[config.mk]
export PLATFORM = sky130hd
export DESIGN_NAME = matrix_multiply_4x4_top
export DESIGN_NICKNAME = d
export VERILOG_FILES = /design/src/hw/rtl/mmul4x4_pkg.sv /design/src/hw/rtl/matrix_multiply_4x4_top.sv /design/src/hw/rtl/mmul4x4_ram.sv
export VERILOG_INCLUDE_DIRS = /design/src /design/src/hw/rtl
export SDC_FILE = /design/constraint.sdc
export NUM_CORES = 2
export LEC_CHECK = 0
export BUFFER_PORTS_ARGS = -buffer_cell sky130_fd_sc_hd__buf_4
export CELL_PAD_IN_SITES_DETAIL_PLACEMENT = 0
export CELL_PAD_IN_SITES_GLOBAL_PLACEMENT = 2
export CORE_MARGIN = 5
export CORE_UTILIZATION = 48
export CTS_BUF_LIST = sky130_fd_sc_hd__clkbuf_8
export DETAILED_ROUTE_END_ITERATION = 6
export MAX_ROUTING_LAYER = met4
export PLACE_DENSITY = 0.92
export SYNTH_ARGS = -nofsm -noshare
export SYNTH_HDL_FRONTEND = slang
export SYNTH_SLANG_ARGS = --single-unit
[constraint.sdc]
create_clock -name clk -period 11.9 [get_ports clk]
set_input_delay 0.595 -clock clk [delete_from_list [all_inputs] [get_ports clk]]
set_output_delay 0.595 -clock clk [all_outputs]
set_load 0.01 [all_outputs]
[src/hw/rtl/matrix_multiply_4x4_top_macros.svh]
// assertion macros used by the matrix multiplier top level
`ifndef MATRIX_MULTIPLY_4X4_TOP_MACROS_SVH
`define MATRIX_MULTIPLY_4X4_TOP_MACROS_SVH

// same-cycle implication, checked outside reset
`define MM_ASSERT_NOW(lbl, ante, cons, msg) \
  lbl: assert property (@(posedge clk) disable iff (rst) (ante) |-> (cons)) else $error(msg);

// next-cycle implication, checked outside reset
`define MM_ASSERT_NEXT(lbl, ante, cons, msg) \
  lbl: assert property (@(posedge clk) disable iff (rst) (ante) |=> (cons)) else $error(msg);

`endif

[src/hw/rtl/mmul4x4_pkg.sv]
// types and codes shared by the matrix multiplier
`default_nettype none

package mmul4x4_pkg;

  // request kinds
  localparam logic [1:0] KIND_LOAD_LEFT  = 2'd0;
  localparam logic [1:0] KIND_LOAD_RIGHT = 2'd1;
  localparam logic [1:0] KIND_MULTIPLY   = 2'd2;

  // saturation limits of a product entry
  localparam logic [31:0] PRODUCT_MAX = 32'h7FFF_FFFF;
  localparam logic [31:0] PRODUCT_MIN = 32'h8000_0000;

  typedef struct packed {
    logic [1:0]         kind;
    logic [1:0]         row;
    logic [1:0]         col;
    logic signed [31:0] value;
  } req_t;

  typedef struct packed {
    logic [1:0]         out_row;
    logic [1:0]         out_col;
    logic signed [31:0] product;
    logic               last;
  } rsp_t;

endpackage

`default_nettype wire

[src/hw/rtl/matrix_multiply_4x4_top.sv]
// top level of the fixed-point matrix multiplier
//
// Usage:
//   Requests arrive on req_valid / req_stall / req_data. A load request
//   writes one element of the left or right matrix (row, col, Q16.16 value);
//   loads outside the matrix and unused kinds are dropped. A multiply request
//   emits all DIM*DIM product entries on rsp_valid / rsp_stall / rsp_data in
//   row-major order, last set on the final entry.
//   Each entry runs its DIM terms through one shared 32x32 multiplier and
//   accumulator, issued in turn into the read, multiply and accumulate
//   registers; the next entry starts only after this one has been emitted.
//   req_stall stays high for the whole multiply.
//   A stalled response holds in the output register; the sequencer waits
//   before the next entry, so nothing is lost.
//   Reset clears both matrices to zero through per-entry valid bits; there
//   is no clearing pass, and requests are taken right after reset.
`default_nettype none

module matrix_multiply_4x4_top #(
  parameter int DIM       = 4,
  parameter int FRAC_BITS = 16
) (
  input  wire logic               clk,
  input  wire logic               rst,
  input  wire logic               req_valid,
  output logic                    req_stall,
  input  wire mmul4x4_pkg::req_t  req_data,
  output logic                    rsp_valid,
  input  wire logic               rsp_stall,
  output mmul4x4_pkg::rsp_t       rsp_data
);

  import mmul4x4_pkg::*;

`include "matrix_multiply_4x4_top_macros.svh"

  localparam int DEPTH = DIM * DIM;
  localparam int AW    = $clog2(DEPTH);
  localparam int IW    = $clog2(DIM);
  localparam int ACC_W = 64 - FRAC_BITS + $clog2(DIM) + 1;
  localparam logic [IW-1:0] IDX_MAX = IW'(DIM - 1);

  typedef enum logic [1:0] {ST_IDLE, ST_RUN, ST_DRAIN} state_t;

  state_t        state;
  logic [IW-1:0] i;
  logic [IW-1:0] j;
  logic [IW-1:0] k;

  logic              req_fire;
  logic              load_ok;
  logic [AW-1:0]     load_addr;
  logic [AW-1:0]     laddr;
  logic [AW-1:0]     raddr;
  logic [31:0]       lrdata;
  logic [31:0]       rrdata;
  logic [DEPTH-1:0]  lvalid;
  logic [DEPTH-1:0]  rvalid;

  logic                     s1_valid, s1_first, s1_last, s1_lv, s1_rv;
  logic                     s2_valid, s2_first, s2_last;
  logic signed [31:0]       op_a;
  logic signed [31:0]       op_b;
  logic signed [63:0]       s2_prod;
  logic signed [ACC_W-1:0]  term;
  logic signed [ACC_W-1:0]  acc;
  logic                     acc_done;
  logic [31:0]              sat;
  logic                     emit;
  logic                     final_entry;

  // request handshake and load decode
  assign req_stall = (state != ST_IDLE);
  assign req_fire  = req_valid && !req_stall;
  assign load_ok   = req_fire && (req_data.kind == KIND_LOAD_LEFT ||
                                  req_data.kind == KIND_LOAD_RIGHT) &&
                     ({2'b00, req_data.row} < 4'(DIM)) &&
                     ({2'b00, req_data.col} < 4'(DIM));
  assign load_addr = AW'(req_data.row) * AW'(DIM) + AW'(req_data.col);

  // operand addresses for the current term
  assign laddr = AW'(i) * AW'(DIM) + AW'(k);
  assign raddr = AW'(k) * AW'(DIM) + AW'(j);

  mmul4x4_ram #(.WIDTH(32), .DEPTH(DEPTH)) u_left_ram (
    .clk   (clk),
    .we    (load_ok && req_data.kind == KIND_LOAD_LEFT),
    .waddr (load_addr),
    .wdata (req_data.value),
    .raddr (laddr),
    .rdata (lrdata)
  );

  mmul4x4_ram #(.WIDTH(32), .DEPTH(DEPTH)) u_right_ram (
    .clk   (clk),
    .we    (load_ok && req_data.kind == KIND_LOAD_RIGHT),
    .waddr (load_addr),
    .wdata (req_data.value),
    .raddr (raddr),
    .rdata (rrdata)
  );

  // per-entry written flags, unwritten entries read as zero
  always_ff @(posedge clk) begin
    if (rst) begin
      lvalid <= '0;
      rvalid <= '0;
    end else if (load_ok) begin
      if (req_data.kind == KIND_LOAD_LEFT) begin
        lvalid[load_addr] <= 1'b1;
      end else begin
        rvalid[load_addr] <= 1'b1;
      end
    end
  end

  assign op_a = s1_lv ? $signed(lrdata) : 32'sd0;
  assign op_b = s1_rv ? $signed(rrdata) : 32'sd0;

  // product shifted down with floor rounding
  assign term = ACC_W'(s2_prod >>> FRAC_BITS);

  // saturate accumulated entry to 32 bits
  always_comb begin
    if (acc[ACC_W-1:31] == '0 || acc[ACC_W-1:31] == '1) begin
      sat = acc[31:0];
    end else if (acc[ACC_W-1]) begin
      sat = PRODUCT_MIN;
    end else begin
      sat = PRODUCT_MAX;
    end
  end

  assign final_entry = (i == IDX_MAX) && (j == IDX_MAX);
  assign emit = (state == ST_DRAIN) && acc_done && (!rsp_valid || !rsp_stall);

  // read, multiply and accumulate pipeline
  always_ff @(posedge clk) begin
    if (rst) begin
      s1_valid <= 1'b0;
      s2_valid <= 1'b0;
      acc_done <= 1'b0;
    end else begin
      s1_valid <= (state == ST_RUN);
      s1_first <= (k == '0);
      s1_last  <= (k == IDX_MAX);
      s1_lv    <= lvalid[laddr];
      s1_rv    <= rvalid[raddr];
      s2_valid <= s1_valid;
      s2_first <= s1_first;
      s2_last  <= s1_last;
      s2_prod  <= 64'(op_a) * 64'(op_b);
      if (s2_valid) begin
        acc <= s2_first ? term : acc + term;
      end
      if (s2_valid && s2_last) begin
        acc_done <= 1'b1;
      end else if (emit) begin
        acc_done <= 1'b0;
      end
    end
  end

  // sequencer over entries and terms, plus output register
  always_ff @(posedge clk) begin
    if (rst) begin
      state     <= ST_IDLE;
      i         <= '0;
      j         <= '0;
      k         <= '0;
      rsp_valid <= 1'b0;
    end else begin
      if (rsp_valid && !rsp_stall && !emit) begin
        rsp_valid <= 1'b0;
      end
      case (state)
        ST_IDLE: begin
          if (req_fire && req_data.kind == KIND_MULTIPLY) begin
            i     <= '0;
            j     <= '0;
            k     <= '0;
            state <= ST_RUN;
          end
        end
        ST_RUN: begin
          if (k == IDX_MAX) begin
            k     <= '0;
            state <= ST_DRAIN;
          end else begin
            k <= k + 1'b1;
          end
        end
        ST_DRAIN: begin
          if (emit) begin
            rsp_valid        <= 1'b1;
            rsp_data.out_row <= 2'(i);
            rsp_data.out_col <= 2'(j);
            rsp_data.product <= $signed(sat);
            rsp_data.last    <= final_entry;
            if (j == IDX_MAX) begin
              j <= '0;
              i <= i + 1'b1;
            end else begin
              j <= j + 1'b1;
            end
            state <= final_entry ? ST_IDLE : ST_RUN;
          end
        end
        default: begin
          state <= ST_IDLE;
        end
      endcase
    end
  end

  // checks on sequencer and pipeline
  `MM_ASSERT_NOW(a_done_in_drain, acc_done, state == ST_DRAIN, "accumulator done outside drain")
  `MM_ASSERT_NOW(a_idle_quiet, state == ST_IDLE, !s1_valid && !s2_valid, "pipeline busy in idle")
  `MM_ASSERT_NEXT(a_pipe_flow, s1_valid, s2_valid, "read stage lost its term")
  `MM_ASSERT_NEXT(a_last_ends, emit && final_entry, state == ST_IDLE && rsp_data.last, "final entry did not end the multiply")

endmodule

`default_nettype wire

[src/hw/rtl/mmul4x4_ram.sv]
// generic single-write, single-read ram with registered read data
`default_nettype none

module mmul4x4_ram #(
  parameter int WIDTH = 32,
  parameter int DEPTH = 16
) (
  input  wire logic                     clk,
  input  wire logic                     we,
  input  wire logic [$clog2(DEPTH)-1:0] waddr,
  input  wire logic [WIDTH-1:0]         wdata,
  input  wire logic [$clog2(DEPTH)-1:0] raddr,
  output logic      [WIDTH-1:0]         rdata
);

  logic [WIDTH-1:0] mem [DEPTH];

  // write port and registered read port
  always_ff @(posedge clk) begin
    if (we) begin
      mem[waddr] <= wdata;
    end
    rdata <= mem[raddr];
  end

endmodule

`default_nettype wire

==> impl_metrics.ini <==
[setup_path]
path_cells = nand2_1 > nor2_1 > fa_1 > inv_1 > fa_1 > inv_1 > fa_1 > fa_1 > inv_1 > fa_1 > inv_1 > fa_1 > fa_1 > fa_1 > ha_1 > and3_1 > a311oi_1 > o21ai_0 > a21oi_1 > o21ai_1 > and3_1 > a211oi_1 > xnor2_1
crit_fanout = 37
critPathMaxStageDelay_ps = 1020
crit_type = reg2reg
critPathCaptureType = register
critPathLaunchType = register
path_common_cell = fa_1
cp.required_ps = 12560
crit_path_top_delay_cell = edfxtp_1
arrival_ps = 10690

[yosys]
syn_area_sq_mm = 0.0839
yosys_warnings = 0
synth.distinct_cells = 67
synth_cells = 6272
synth_nets = 7630
postSynth.asyncResetShare = 0
synth-edff-count = 1166
avgSynthCellArea_sq_um = 13.4
ys_seq_elements = 1274
seq_area_frac_synth = 0.443
ys.flop_type = edfxtp_1

[power_and_ir_drop]
swShare = 0.320
p_clk_frac = 0.296
combPwrFrac = 0.270
p_leak_nw = 36.3
peakVddDrop_mv = 0.152
p_switching_mw = 3.83
seq_power_share = 0.434
p_int_mw = 8.13
power_density_mw_per_mm2 = 130

[sta]
setup_viol = 0
finClkSkew_ps = 90.4
fmax_mhz = 99.7
worstMarginPinSlew_ps = 1360
final.min_clock_period_ps = 10030
relSlewSlack = 0.0895
hold_viol_final = 0
finalSetupTns_ps = 0
slew_violations = 0
rsz0062_at_grt = no
period_share = 0.843

[clock_network]
clock_tree.root_cell = clkbuf_8
clk_latency_ps = 980
ctsHtreeMaxLevel = 4
cts_tree = built
numClockSinks = 1274
post_cts_buffers = 0
hold_buffers = 33
cts_buffers = 197
clk_pin_slew_ps = 60
cts_resized = 0
cts_buffer_depth = 3

[global_route]
grt_remaining_overflow = 0
grt.total_usage = 0.266
antenna_found_initial = 11
grt_pass1_vias = 53685
grt_max_degree = 66
grt_pass1_wl_mm = 350

[floorplan]
die-width_um = 428
io_pins = 81
num_rows = 153
fp.dieH_um = 428
dieArea_sq_mm = 0.183
core_area_sq_mm = 0.174
initial_core_util = 0.483

[cells_and_area]
post-route-util = 0.528
nNetsFinal = 7779
drive_gt1_frac = 0.132
area_growth_pct = 9.45

[route]
antenna_left = 0
drt_iter0_markers = 5049
wirelength_mm = 233
drcViolationCount = 0
dr.pass1.iters = 5
post_drt_wl_per_cell_um = 26.1
vias = 50443
viasPerCell = 5.65

[outcome]
status = finished, final reports clean

[run]
drv_cap = 0

[worst_hold_path]
hold_class = in2reg

[placed_design]
gp_congestion = 0.962
hpwlAfterDp_mm = 162
io_buffers = 80
==> sequential cells by signal, indices dropped and copies added (netlist names), 16 cells and up <==
name and count:
u_left_ram.mem 512, u_right_ram.mem 512, acc 51, s2_prod 48, rsp_data 37, u_left_ram.rdata 32, u_right_ram.rdata 32, lvalid 16
rvalid 16
==> kinds of logic after synthesis <==
family                     share of synthesized area
DFF                                            0.443
xor gates and xnor gates                      0.0111
adders and majority gates                      0.293
AOI/OAI and AO/OA                             0.0302
buffers and inverters                         0.0587
and+or+nand+nor                               0.0747
muxes                                         0.0894
==> worst paths after layout <==
check	from	endpoint	slack [ps]	cells after the start
worst min-delay path	rst	j[0]$_SDFFE_PP0P_	80	2
worst min register to register	s1_last$_DFFE_PN_	s2_last$_DFFE_PN_	430	0
worst max-delay path	s1_rv$_DFFE_PN_	s2_prod[56]$_DFFE_PN_	1870	23
worst max register to register	s1_rv$_DFFE_PN_	s2_prod[56]$_DFFE_PN_	1870	23
==> cells in the final DEF (no fill, tap or decap), types with 26 or more instances in the layout <==
master / synthesis / layout
clkinv_2: 0 / 27
clkbuf_8: 0 / 201
ha_1: 234 / 234
and2_1: 58 / 59
clkinv_1: 3 / 61
fa_1: 1082 / 1082
xor2_1: 35 / 35
inv_1: 998 / 1054
xnor2_1: 71 / 71
buf_4: 1 / 226
nand2_1: 635 / 634
a21oi_1: 107 / 107
a21o_1: 59 / 59
nor2_1: 659 / 626
mux4_2: 330 / 330
nand4_1: 26 / 26
o21ai_0: 121 / 121
dlygate4sd3_1: 0 / 33
edfxtp_1: 1166 / 1166
nand3_1: 39 / 39
dfxtp_1: 108 / 102
nor2_4: 0 / 33
==> stage by stage <==
step	std cells	instance area [sq um]	power, mW	hold slack (ps)	setup slack, ps
floorplan	6272	83900	7.52	400	3180
detailed placement	8514	87600	8.48	413	1920
CTS	8913	91800	12.0	7.91	1840
global placement	8514	87600	8.43	406	2140
global route	8919	91800	12.7	44.8	1210
finish	8921	91800	12.0	82.6	1870
==> power by group through the flow <==
stage / Combinational (mW) / Clock [mW] / Sequential, mW
after floorplan: 2.29 / 0 / 5.23
after global placement: 3.15 / 0 / 5.29
after detailed placement: 3.19 / 0 / 5.29
after CTS: 3.22 / 3.62 / 5.20
after global routing: 3.61 / 3.86 / 5.20
final: 3.23 / 3.54 / 5.20
==> cell usage after synthesis (21+ instances only) <==
| master | n | area, sq um |
|---|---|---|
| and2_1 | 58 | 363 |
| nor2_1 | 659 | 2470 |
| nand4_1 | 26 | 163 |
| buf_1 | 33 | 124 |
| mux4_2 | 330 | 7430 |
| ha_1 | 234 | 2930 |
| inv_1 | 998 | 3750 |
| a21oi_1 | 107 | 536 |
| dfxtp_1 | 108 | 2160 |
| o21ai_0 | 121 | 606 |
| nand2_1 | 635 | 2380 |
| xor2_1 | 35 | 307 |
| nor2b_1 | 22 | 138 |
| fa_1 | 1082 | 21700 |
| nand3_1 | 39 | 195 |
| edfxtp_1 | 1166 | 35000 |
| xnor2_1 | 71 | 622 |
| clkbuf_1 | 275 | 1030 |
| nand2b_1 | 21 | 131 |
| a21o_1 | 59 | 443 |
| o21a_1 | 25 | 188 |
==> layer usage <==
layer,vias to the layer above,routed length (um),track usage
met3,448,20500,0.0521
met5,-,0,-
met2,2475,112000,0.422
met1,26368,90200,0.344
met4,0,9960,0.0972
li1,21152,-,-
==> critical path, delay by kind of cell, from the launching register on <==
kind / cells / cell delay (ps)
AOI/OAI and AO/OA: 5 / 1110
xor gates and xnor gates: 1 / 110
adders and majority gates: 9 / 4790
buffers and inverters: 4 / 1080
DFF: 1 / 1020
and+or+nand+nor: 4 / 1580
==> area by class of cell <==
type / instances / area, sq um
inverters: 1002 / 3760
well taps: 2325 / 2910
flip-flops and latches: 1274 / 37200
diodes: 8 / 20.0
clock inverters: 165 / 1090
repair buffers: 259 / 2030
fillers: 14465 / 82000
multi-input cells: 3687 / 42100
clock buffers: 201 / 2770
Power figures use the tool's default switching activity.
